`src/design/lfu_pkg.sv`:
```
// ----------------------------------------------------------------------------
// LFU cache package
// Sizes, widths and sequencer state codes for the LFU key/value cache.
// ----------------------------------------------------------------------------
package lfu_pkg;

  localparam int unsigned ENTRIES = 16;
  localparam int unsigned IDX_W   = (ENTRIES > 1) ? $clog2(ENTRIES) : 1;
  localparam int unsigned OCC_W   = $clog2(ENTRIES + 1);
  localparam int unsigned AGE_W   = IDX_W;
  localparam int unsigned KEY_W   = 32;
  localparam int unsigned DATA_W  = 32;
  localparam int unsigned CNT_W   = 32;
  localparam int unsigned CAP_W   = 5;

  localparam logic [CAP_W-1:0] CAP_RESET = CAP_W'(16);
  localparam logic [CNT_W-1:0] CNT_MAX   = '1;

  localparam logic ACT_GET = 1'b0;
  localparam logic ACT_PUT = 1'b1;

  typedef enum logic [2:0] {
    S_IDLE = 3'b001,
    S_SCAN = 3'b010,
    S_DONE = 3'b100
  } lfu_state_e;

endpackage

```
`src/design/lfu_cache_lookup_and_replace.sv`:
```
// ----------------------------------------------------------------------------
// LFU cache lookup and replace
// Fully associative key/value store, least-frequently-used replacement with
// least-recently-used tie break.
// ----------------------------------------------------------------------------
// Usage:
//   The input channel (in_valid_i/in_ready_o) carries one word per request:
//   action_i (0 = get, 1 = put), key_i and value_i. The output channel
//   (out_valid_o/out_ready_i) returns one word per request: found_o,
//   read_value_o (stored value on a get hit, else 0) and evicted_o.
//   cache_capacity_we_i writes cache_capacity_i (0 acts as 1, above the
//   entry count acts as the entry count); write it only while idle.
// Sequence:
//   A request is accepted in the idle state, then scanned at one entry
//   per cycle through the shared key/count compare unit, which finds the
//   hit, the first free slot and the victim, then written back; in_ready_o
//   is high only in idle, so the next request waits for the last write-back.
// Reset:
//   All entries become invalid, occupancy clears, capacity returns to 16.
// Stall:
//   A result waits in the output register; the next request may be taken
//   meanwhile, but its write-back holds until the output register is free.
// ----------------------------------------------------------------------------
module lfu_cache_lookup_and_replace (
  input  logic                        clk_i,
  input  logic                        rst_ni,
  input  logic                        in_valid_i,
  output logic                        in_ready_o,
  input  logic                        action_i,
  input  logic [lfu_pkg::KEY_W-1:0]   key_i,
  input  logic [lfu_pkg::DATA_W-1:0]  value_i,
  output logic                        out_valid_o,
  input  logic                        out_ready_i,
  output logic                        found_o,
  output logic [lfu_pkg::DATA_W-1:0]  read_value_o,
  output logic                        evicted_o,
  input  logic                        cache_capacity_we_i,
  input  logic [lfu_pkg::CAP_W-1:0]   cache_capacity_i
);
  import lfu_pkg::*;

  // Sequencer
  lfu_state_e state_q, state_d;
  logic [IDX_W-1:0] idx_q;
  logic             idx_last;

  // Configuration and occupancy
  logic [CAP_W-1:0] cap_cfg_q;
  logic [OCC_W-1:0] cap_q;
  logic [OCC_W-1:0] occ_q;

  // Request held for the whole scan
  logic              act_q;
  logic [KEY_W-1:0]  key_q;
  logic [DATA_W-1:0] val_q;

  // Entry storage: valid bits reset, payload does not
  logic [ENTRIES-1:0] valid_q;
  logic [KEY_W-1:0]   key_mem_q  [ENTRIES];
  logic [DATA_W-1:0]  data_mem_q [ENTRIES];
  logic [CNT_W-1:0]   cnt_mem_q  [ENTRIES];
  logic [AGE_W-1:0]   age_q      [ENTRIES];

  // Scan results
  logic              hit_q, free_q, vic_q;
  logic [IDX_W-1:0]  hit_idx_q, free_idx_q, vic_idx_q;
  logic [DATA_W-1:0] hit_data_q;
  logic [CNT_W-1:0]  hit_cnt_q, vic_cnt_q;
  logic [AGE_W-1:0]  hit_age_q, vic_age_q;

  // Output register
  logic              out_valid_q, found_q, evicted_q;
  logic [DATA_W-1:0] rdata_q;

  // Shared compare unit: one entry per scan cycle
  logic             cur_valid;
  logic [CNT_W-1:0] cur_cnt;
  logic [AGE_W-1:0] cur_age;
  logic             key_eq;
  logic             vic_better;

  assign cur_valid = valid_q[idx_q];
  assign cur_cnt   = cnt_mem_q[idx_q];
  assign cur_age   = age_q[idx_q];
  assign key_eq    = (key_mem_q[idx_q] == key_q);
  assign vic_better = !vic_q || (cur_cnt < vic_cnt_q) ||
                      ((cur_cnt == vic_cnt_q) && (cur_age > vic_age_q));
  assign idx_last  = (idx_q == IDX_W'(ENTRIES - 1));

  // Write-back decisions
  logic             do_upd;
  logic             upd_any, upd_fill, upd_evict, age_all;
  logic [IDX_W-1:0] slot;
  logic [AGE_W-1:0] age_lim;
  logic [CNT_W-1:0] hit_cnt_inc;

  assign do_upd = (state_q == S_DONE) && (!out_valid_q || out_ready_i);

  always_comb begin
    upd_any   = hit_q || (act_q == ACT_PUT);
    upd_fill  = !hit_q && (act_q == ACT_PUT) &&
                (((occ_q < cap_q) && free_q) || !vic_q);
    upd_evict = !hit_q && (act_q == ACT_PUT) && !upd_fill;
    age_all   = upd_fill;
    if (hit_q) begin
      slot    = hit_idx_q;
      age_lim = hit_age_q;
    end else if (upd_fill) begin
      slot    = free_q ? free_idx_q : '0;
      age_lim = vic_age_q;
    end else begin
      slot    = vic_idx_q;
      age_lim = vic_age_q;
    end
    hit_cnt_inc = (hit_cnt_q == CNT_MAX) ? hit_cnt_q : hit_cnt_q + CNT_W'(1);
  end

  // Next state
  always_comb begin
    state_d = state_q;
    unique case (state_q)
      S_IDLE: begin
        if (in_valid_i) state_d = S_SCAN;
      end
      S_SCAN: begin
        if (idx_last) state_d = S_DONE;
      end
      S_DONE: begin
        if (do_upd) state_d = S_IDLE;
      end
      default: state_d = S_IDLE;
    endcase
  end

  assign in_ready_o = (state_q == S_IDLE);

  // Control registers
  always_ff @(posedge clk_i or negedge rst_ni) begin
    if (!rst_ni) begin
      state_q     <= S_IDLE;
      idx_q       <= '0;
      cap_cfg_q   <= CAP_RESET;
      occ_q       <= '0;
      valid_q     <= '0;
      out_valid_q <= 1'b0;
      hit_q       <= 1'b0;
      free_q      <= 1'b0;
      vic_q       <= 1'b0;
    end else begin
      state_q <= state_d;
      if (cache_capacity_we_i) cap_cfg_q <= cache_capacity_i;

      if (state_q == S_IDLE) begin
        idx_q  <= '0;
        hit_q  <= 1'b0;
        free_q <= 1'b0;
        vic_q  <= 1'b0;
      end else if (state_q == S_SCAN) begin
        idx_q <= idx_q + IDX_W'(1);
        if (cur_valid && key_eq && !hit_q) hit_q <= 1'b1;
        if (!cur_valid && !free_q) free_q <= 1'b1;
        if (cur_valid) vic_q <= 1'b1;
      end

      // Drop the result once taken, load the new one at write-back
      if (do_upd) begin
        out_valid_q <= 1'b1;
      end else if (out_ready_i) begin
        out_valid_q <= 1'b0;
      end

      if (do_upd && upd_fill) begin
        valid_q[slot] <= 1'b1;
        occ_q         <= occ_q + OCC_W'(1);
      end
    end
  end

  // Request capture, scan bookkeeping and entry payload
  always_ff @(posedge clk_i) begin
    if (in_valid_i && in_ready_o) begin
      act_q <= action_i;
      key_q <= key_i;
      val_q <= value_i;
      // Clamp capacity to 1 .. ENTRIES
      if (cap_cfg_q == '0) begin
        cap_q <= OCC_W'(1);
      end else if (32'(cap_cfg_q) > ENTRIES) begin
        cap_q <= OCC_W'(ENTRIES);
      end else begin
        cap_q <= OCC_W'(cap_cfg_q);
      end
    end

    if (state_q == S_SCAN) begin
      if (cur_valid && key_eq && !hit_q) begin
        hit_idx_q  <= idx_q;
        hit_data_q <= data_mem_q[idx_q];
        hit_cnt_q  <= cur_cnt;
        hit_age_q  <= cur_age;
      end
      if (!cur_valid && !free_q) free_idx_q <= idx_q;
      if (cur_valid && vic_better) begin
        vic_idx_q <= idx_q;
        vic_cnt_q <= cur_cnt;
        vic_age_q <= cur_age;
      end
    end

    if (do_upd) begin
      found_q   <= hit_q;
      rdata_q   <= (hit_q && (act_q == ACT_GET)) ? hit_data_q : '0;
      evicted_q <= upd_evict;

      if (upd_any) begin
        // Age valid others below the limit (all on a fill), make slot newest
        for (int i = 0; i < ENTRIES; i++) begin
          if (valid_q[i] && (IDX_W'(i) != slot) && (age_all || (age_q[i] < age_lim))) begin
            age_q[i] <= age_q[i] + AGE_W'(1);
          end
        end
        age_q[slot] <= '0;

        if (hit_q) begin
          cnt_mem_q[slot] <= hit_cnt_inc;
          if (act_q == ACT_PUT) data_mem_q[slot] <= val_q;
        end else begin
          key_mem_q[slot]  <= key_q;
          data_mem_q[slot] <= val_q;
          cnt_mem_q[slot]  <= CNT_W'(1);
        end
      end
    end
  end

  assign out_valid_o  = out_valid_q;
  assign found_o      = found_q;
  assign read_value_o = rdata_q;
  assign evicted_o    = evicted_q;

endmodule

```
`config.mk`:
```
export PLATFORM = sky130hd
export DESIGN_NAME = lfu_cache_lookup_and_replace
export DESIGN_NICKNAME = d
export VERILOG_FILES = /design/src/design/lfu_pkg.sv /design/src/design/lfu_cache_lookup_and_replace.sv
export SDC_FILE = /design/constraint.sdc
export NUM_CORES = 2
export LEC_CHECK = 0
export BUFFER_PORTS_ARGS = -buffer_cell sky130_fd_sc_hd__buf_2
export CAP_MARGIN = 40
export CORE_ASPECT_RATIO = 1.25
export CORE_MARGIN = 3
export CORE_UTILIZATION = 45
export CTS_BUF_LIST = sky130_fd_sc_hd__clkbuf_2 sky130_fd_sc_hd__clkbuf_4 sky130_fd_sc_hd__clkbuf_8
export DETAILED_ROUTE_END_ITERATION = 16
export PLACE_DENSITY = 0.68
export SETUP_SLACK_MARGIN = 0.4
export SLEW_MARGIN = 20
export SYNTH_ARGS = -nofsm -noshare
export SYNTH_HDL_FRONTEND = slang
export SYNTH_SLANG_ARGS = --single-unit
```
`constraint.sdc`:
```
create_clock -name clk_i -period 15.3 [get_ports clk_i]
set_clock_uncertainty 0.1 [all_clocks]
set_input_delay 3.06 -clock clk_i [delete_from_list [all_inputs] [get_ports clk_i]]
set_output_delay 3.06 -clock clk_i [all_outputs]
set_load 0.03 [all_outputs]
```
== Word level (Yosys, flattened, before mapping) ==
Memory sizes are Yosys's and may differ from the RTL's. A register that Yosys moved wholly into a read port is not among the register bits.
Index checks and enable logic that the tools add are counted.

* Register bits after elaboration: 225
* Latch bits: 0
* Bits in writable memories: 1,600
* Bits in read-only memories: 0
* Input bits: 75
* Word-level logic and storage cells: 296
* Memories kept: 4

* Add/subtract/negate cells: 19
* Multiply operators: 0
* Div/mod/pow operators: 0
* Magnitude comparators: 23
* Equality and inequality tests: 25
* Shift operators: 0
* Mux-type cells: 109
* Bitwise logic cells: 4
* Reduce and logical (&&, ||, !) cells: 88

{| class="wikitable"
|+ Memories
! memory !! words !! bits a word !! read ports !! clocked after Yosys merged registers in !! write ports !! RTL line !! source
|-
| cnt_mem_q || 16 || 32 || 1 || 0 || 1 || lfu_cache_lookup_and_replace.sv:61 || <nowiki>logic [CNT_W-1:0] cnt_mem_q [ENTRIES];</nowiki>
|-
| data_mem_q || 16 || 32 || 1 || 1 || 1 || lfu_cache_lookup_and_replace.sv:60 || <nowiki>logic [DATA_W-1:0] data_mem_q [ENTRIES];</nowiki>
|-
| key_mem_q || 16 || 32 || 1 || 0 || 1 || lfu_cache_lookup_and_replace.sv:59 || <nowiki>logic [KEY_W-1:0] key_mem_q [ENTRIES];</nowiki>
|-
| age_q || 16 || 4 || 17 || 0 || 17 || lfu_cache_lookup_and_replace.sv:62 || <nowiki>logic [AGE_W-1:0] age_q [ENTRIES];</nowiki>
|}

{| class="wikitable"
|+ Operators by type and width
! operator !! number
|-
| $mux 32 || 3
|-
| $mux 1 || 93
|-
| $add 4x1->4 const B || 17
|-
| $eq 32x32->1 || 2
|-
| $lt 4x4->1 || 16
|-
| $logic_and 1x1->1 || 46
|-
| $add 32x1->32 const B || 1
|-
| $eq 32x32->1 const B || 1
|-
| $lt 32x32->1 || 1
|-
| $ne 4x4->1 const A || 8
|-
| $mux 4 || 6
|-
| $logic_or 1x1->1 || 21
|-
| $ne 3x4->1 const A || 4
|-
| $or 16x16->16 || 1
|-
| $reduce_and 2->1 || 6
|-
| $lt 4x5->1 const B || 2
|-
| $reduce_bool 2->1 || 5
|-
| $mux 3 || 3
|-
| $pmux 3 s3 || 1
|-
| $ne 2x4->1 const A || 2
|-
| $logic_not 1->1 || 6
|-
| $ne 2x2->1 const B || 3
|-
| $add 5x1->5 const B || 1
|-
| $gt 5x5->1 const B || 1
|-
| 17 further kinds || 18
|}

== Longest topological paths before layout ==
* Word-level depth: 13
* Gate-level depth with buffers: 19

== Least setup slack after synthesis ==
OpenSTA, ideal clock, no wires.

* Kind: input-to-reg
* Start point: input out_ready_i
* End point: memory key_mem_q[10][0], enable pin
* Setup time: 421 ps
* Arrival: 7,298 ps
* Data required time: 14,779 ps
* Path slack: 7,481 ps
* Stages: 7
* Buffers on the path: 2
* Cell sequence: nor2b_1 > nor2_1 > nand2_1 > or2_2 > clkbuf_1 > clkbuf_1 > nor2_1

* Cells in the longest elaborated chain, start to end: 4

{| class="wikitable"
|+ Ends and longest elaborated chain
! what !! RTL line !! source
|-
| start: declaration || lfu_cache_lookup_and_replace.sv:33 || <nowiki>input logic out_ready_i,</nowiki>
|-
| $logic_or 1x1->1 || lfu_cache_lookup_and_replace.sv:97 || <nowiki>assign do_upd = (state_q == S_DONE) && (!out_valid_q || out_ready_i);</nowiki>
|-
| $logic_and 1x1->1 || lfu_cache_lookup_and_replace.sv:97 ||
|-
| via do_upd || lfu_cache_lookup_and_replace.sv:91 || <nowiki>logic do_upd;</nowiki>
|-
| $mux 1 || lfu_cache_lookup_and_replace.sv:210 || <nowiki>if (do_upd) begin</nowiki>
|-
| $mux 1 (implied by the code) || lfu_cache_lookup_and_replace.sv:228 || <nowiki>key_mem_q[slot] <= key_q;</nowiki>
|-
| end: declaration || lfu_cache_lookup_and_replace.sv:59 ||
|}

The timed path passes the listed nets, and every way through them passes these cells.

== Final worst setup path ==
* Start point: register idx_q[0]
* End point: register vic_cnt_q[12], enable pin

* Cells in the longest elaborated chain, start to end: 6

{| class="wikitable"
|+ Ends and longest elaborated chain
! what !! RTL line !! source
|-
| start: declaration || lfu_cache_lookup_and_replace.sv:44 || <nowiki>logic [IDX_W-1:0] idx_q;</nowiki>
|-
| start signal: assignment || lfu_cache_lookup_and_replace.sv:159 || <nowiki>idx_q <= idx_q + IDX_W'(1);</nowiki>
|-
| $mem_v2 16x4 || -- ||
|-
| via cur_age[1] || lfu_cache_lookup_and_replace.sv:78 || <nowiki>logic [AGE_W-1:0] cur_age;</nowiki>
|-
| $gt 4x4->1 || lfu_cache_lookup_and_replace.sv:87 || <nowiki>((cur_cnt == vic_cnt_q) && (cur_age > vic_age_q));</nowiki>
|-
| $logic_and 1x1->1 || lfu_cache_lookup_and_replace.sv:87 ||
|-
| $logic_or 1x1->1 || lfu_cache_lookup_and_replace.sv:86 || <nowiki>assign vic_better = !vic_q || (cur_cnt < vic_cnt_q) ||</nowiki>
|-
| $logic_and 1x1->1 || lfu_cache_lookup_and_replace.sv:203 || <nowiki>if (cur_valid && vic_better) begin</nowiki>
|-
| $reduce_and 2->1 (no line) || -- ||
|-
| end signal: assignment || lfu_cache_lookup_and_replace.sv:205 || <nowiki>vic_cnt_q <= cur_cnt;</nowiki>
|-
| end: declaration || lfu_cache_lookup_and_replace.sv:68 || <nowiki>logic [CNT_W-1:0] hit_cnt_q, vic_cnt_q;</nowiki>
|}

The timed path passes the listed nets, and every way through them passes these cells. The select of a mux whose other input is x is not followed.
A chain may end at the register's enable or synchronous reset.

==> summary.txt <==
Status: finished, final reports clean
Clk pin slew, worst setup/hold paths: 0.06 ns
Setup bufs post-CTS: 0
Synthesis-stage register bit count: 1,857
Port Buf Inserts: 110
Clk buf depth: 4
Most used cell, CP: buf_4
Syn Inst Count: 3,598
Tmin final: 7.15 ns
Fmax: 140 MHz
Clock latency on the worst-skew pair: 1.03 ns
Worst slew pin tran: 0.975 ns
Routed wire length: 167,000 um
Slowest Stage Delay on Critical Path: 0.78 ns
CTS tree: done
Layout Area Growth over Synthesis: 13.7%
DIE WIDTH: 368 um
RSZ-0062 raised after global routing: no
Finished Layout Cells: 6,380
Hold Crit Class: flip-flop to flip-flop
Mapped Avg Cell Area: 20.5 um2
Period utilisation layout: 46.7%
Total CTS buffers: 299
Worst setup margin: 8.15 ns
Placeable Area: 162,000 um2
# clock sinks: 1,857
Dpl cells: 5,843
Slew HR: 35.0%
CP Max Fanout: 94
Total Neg Setup Slack: 0 ns
Fin. max-slew vios: 0
Worst EP arrival: 7.67 ns
CP Capture Type: flip-flop
Die Height: 459 um
Setup Slack @ Placement: 8.02 ns
First-pass GRT wire length: 250,000 um
Row count: 165
Via count: 36.9k
ANT nets after route: 0
Pleak: 27.6 nW
Initial antenna violation count: 13
Starting density of the core: 45.5%
Share of cells above drive strength 1: 30.1%
Setup Crit Path Kind: flip-flop to flip-flop
Synth area leader: edfxtp_1
Final Hold Fails: 0
P per Cell Area: 134 nW/um2
Synth top area cells: edfxtp_1 71%, mux4_2 14%, ha_1 1.8%, dfxtp_1 1.7%, dfrtp_1 1.2%
Async SR Flop Fraction: 1.99%
Synth top area share: 71.4%
Slowest cell on the critical path: dfrtp_4
I/O pin cnt: 111
Post-synth EDFFs: 1,756
Count leader, synth: edfxtp_1
Startpoint types: flip-flop
Fillers: 12.6k
Req. time, crit path: 15.82 ns
GRT Residual Overflow: 0
GRT Resource Usage Total: 20.0%
Max Cap Viol: 0
Largest net degree at the start of global routing: 130
CTS Hold Buffers Added: 0
Vias in the first global route: 38.2k
Nets: 4,184
# setup viols final: 0
Die ar.: 169,000 um2
H-tree Lvls: 5
Placer Congestion: 0.792
IR drop worst, VDD: 0.000125 V
DRC errors left: 0
YS warnings: 0
Clk root buf: clkbuf_8
Synthesized cell area: 73,900 um2
Sequential cell area fraction in the yosys report: 74.4%
Ys flop type: edfxtp_1
Unique masters post-synth: 65
First DRT Iteration DRCs: 3,726
Wirelength per Cell: 26.2 um
Vias/cell: 5.78
CTS resizes: 0
Syn nets: 3,782
Worst-path cell chain: buf_12 -> buf_4 -> buf_12 -> buf_4 -> buf_16 -> mux4_2 -> mux4_2 -> ha_1 -> nor2b_1 -> o21ai_0 -> nand2b_1 -> a21oi_1 -> nor4_1 -> nand3_1 -> a21boi_0 -> a31o_2 -> buf_4
Final HPWL DP: 92,500 um
Drt first pass iters: 5
Most frequent cells after synthesis: 1,756 x edfxtp_1, 462 x mux4_2, 116 x nor2_1, 109 x ha_1, 84 x nand2_1
registers in the layout, summed over array words and instances (netlist names), 64 cells and up:
register / flops
cnt_mem_q: 512
data_mem_q: 512
key_mem_q: 512
age_q: 64
cells in the final DEF, fill, tap and decap left out, drive strengths merged, types with 6 or more instances in the layout:
cell,n
ha,109
bufinv,6
nand2,84
a211oi,7
and3,23
o21ai,63
nor2b,9
dfrtp,35
o311a,18
a21o,58
mux2i,63
inv,73
nor4,23
a31oi,77
nand4,32
nor3,14
edfxtp,1756
o211ai,6
xnor2,43
nand3,31
nand2b,26
clkinv,80
mux2,22
a21oi,53
xor2,29
or3,7
a22o,12
nor2,116
o21a,18
mux4,467
buf,257
dfxtp,64
and2,53
clkbuf,419
area by class of cell:
type | count | area (um2) | share of cell area (%)
Clock inverter | 92 | 561 | 0.668
Antenna cell | 3 | 7.51 | 0.00894
Sequential cell | 1857 | 55000 | 65.4
Multi-Input combinational cell | 1508 | 18300 | 21.8
Inverter | 72 | 275 | 0.328
Tap cell | 2171 | 2720 | 3.23
Clock buffer | 415 | 5130 | 6.11
Timing Repair Buffer | 262 | 2040 | 2.43
power breakdown:
group	total, mW	switching [mW]	leakage, nW	internal, mW
clock network	4.12	1.86	3.02	2.26
logic	1.21	0.627	7.70	0.586
registers	5.92	0.165	16.9	5.75
layer usage:
metal,GRT usage [%],vias up,part of all wire [%]
li1,-,15800,-
met1,27.1,19300,40
met2,32.6,1468,50
met3,3.90,314,6.9
met4,6.76,6,2.8
met5,0,-,0.026
worst max-delay path: cells and delay by family, from the launching register on:
kind / cells / cell delay, ns
simple gates: 4 / 0.80
fa+ha+maj: 1 / 0.31
flops: 1 / 0.78
compound gates: 4 / 0.71
buf+inv: 6 / 2.55
mux: 2 / 1.12
final timing paths:
path / startpoint / endpoint / slack (ns) / depth (start not counted)
setup / recovery: idx_q[0] / vic_cnt_q[12] / 8.15 / 17
hold / removal: valid_q[10] / valid_q[10] / 0.39 / 1
setup reg to reg: idx_q[0] / vic_cnt_q[12] / 8.15 / 17
hold reg to reg: valid_q[10] / valid_q[10] / 0.39 / 1
max in group asynchronous: rst_ni / idx_q[3] / 12.63 / 2
min in group asynchronous: rst_ni / out_valid_o / 1.91 / 1
kinds of logic after synthesis:
| group | share of synthesized area, % |
|---|---|
| XOR/XNOR | 0.854 |
| flip-flops | 74.4 |
| AO/OA/AOI/OAI | 3.11 |
| AND/OR/NAND/NOR | 2.94 |
| multiplexers | 15.5 |
| adder cells (fa/ha/maj) | 1.85 |
| buffers and inverters | 1.41 |
per-stage QoR:
step | hold slack [ns] | instance area (um2) | util (%) | total power [mW]
floorplan | 0.344 | 73900 | - | 6.85
global placement | 0.370 | 77500 | 47.7 | 7.19
detailed placement | 0.374 | 78000 | 48.0 | 7.24
CTS | 0.393 | 83700 | 51.5 | 11.4
global route | 0.408 | 84000 | 51.7 | 11.7
finish | 0.391 | 84000 | 51.7 | 11.2
(Power assumes the default switching activity.)
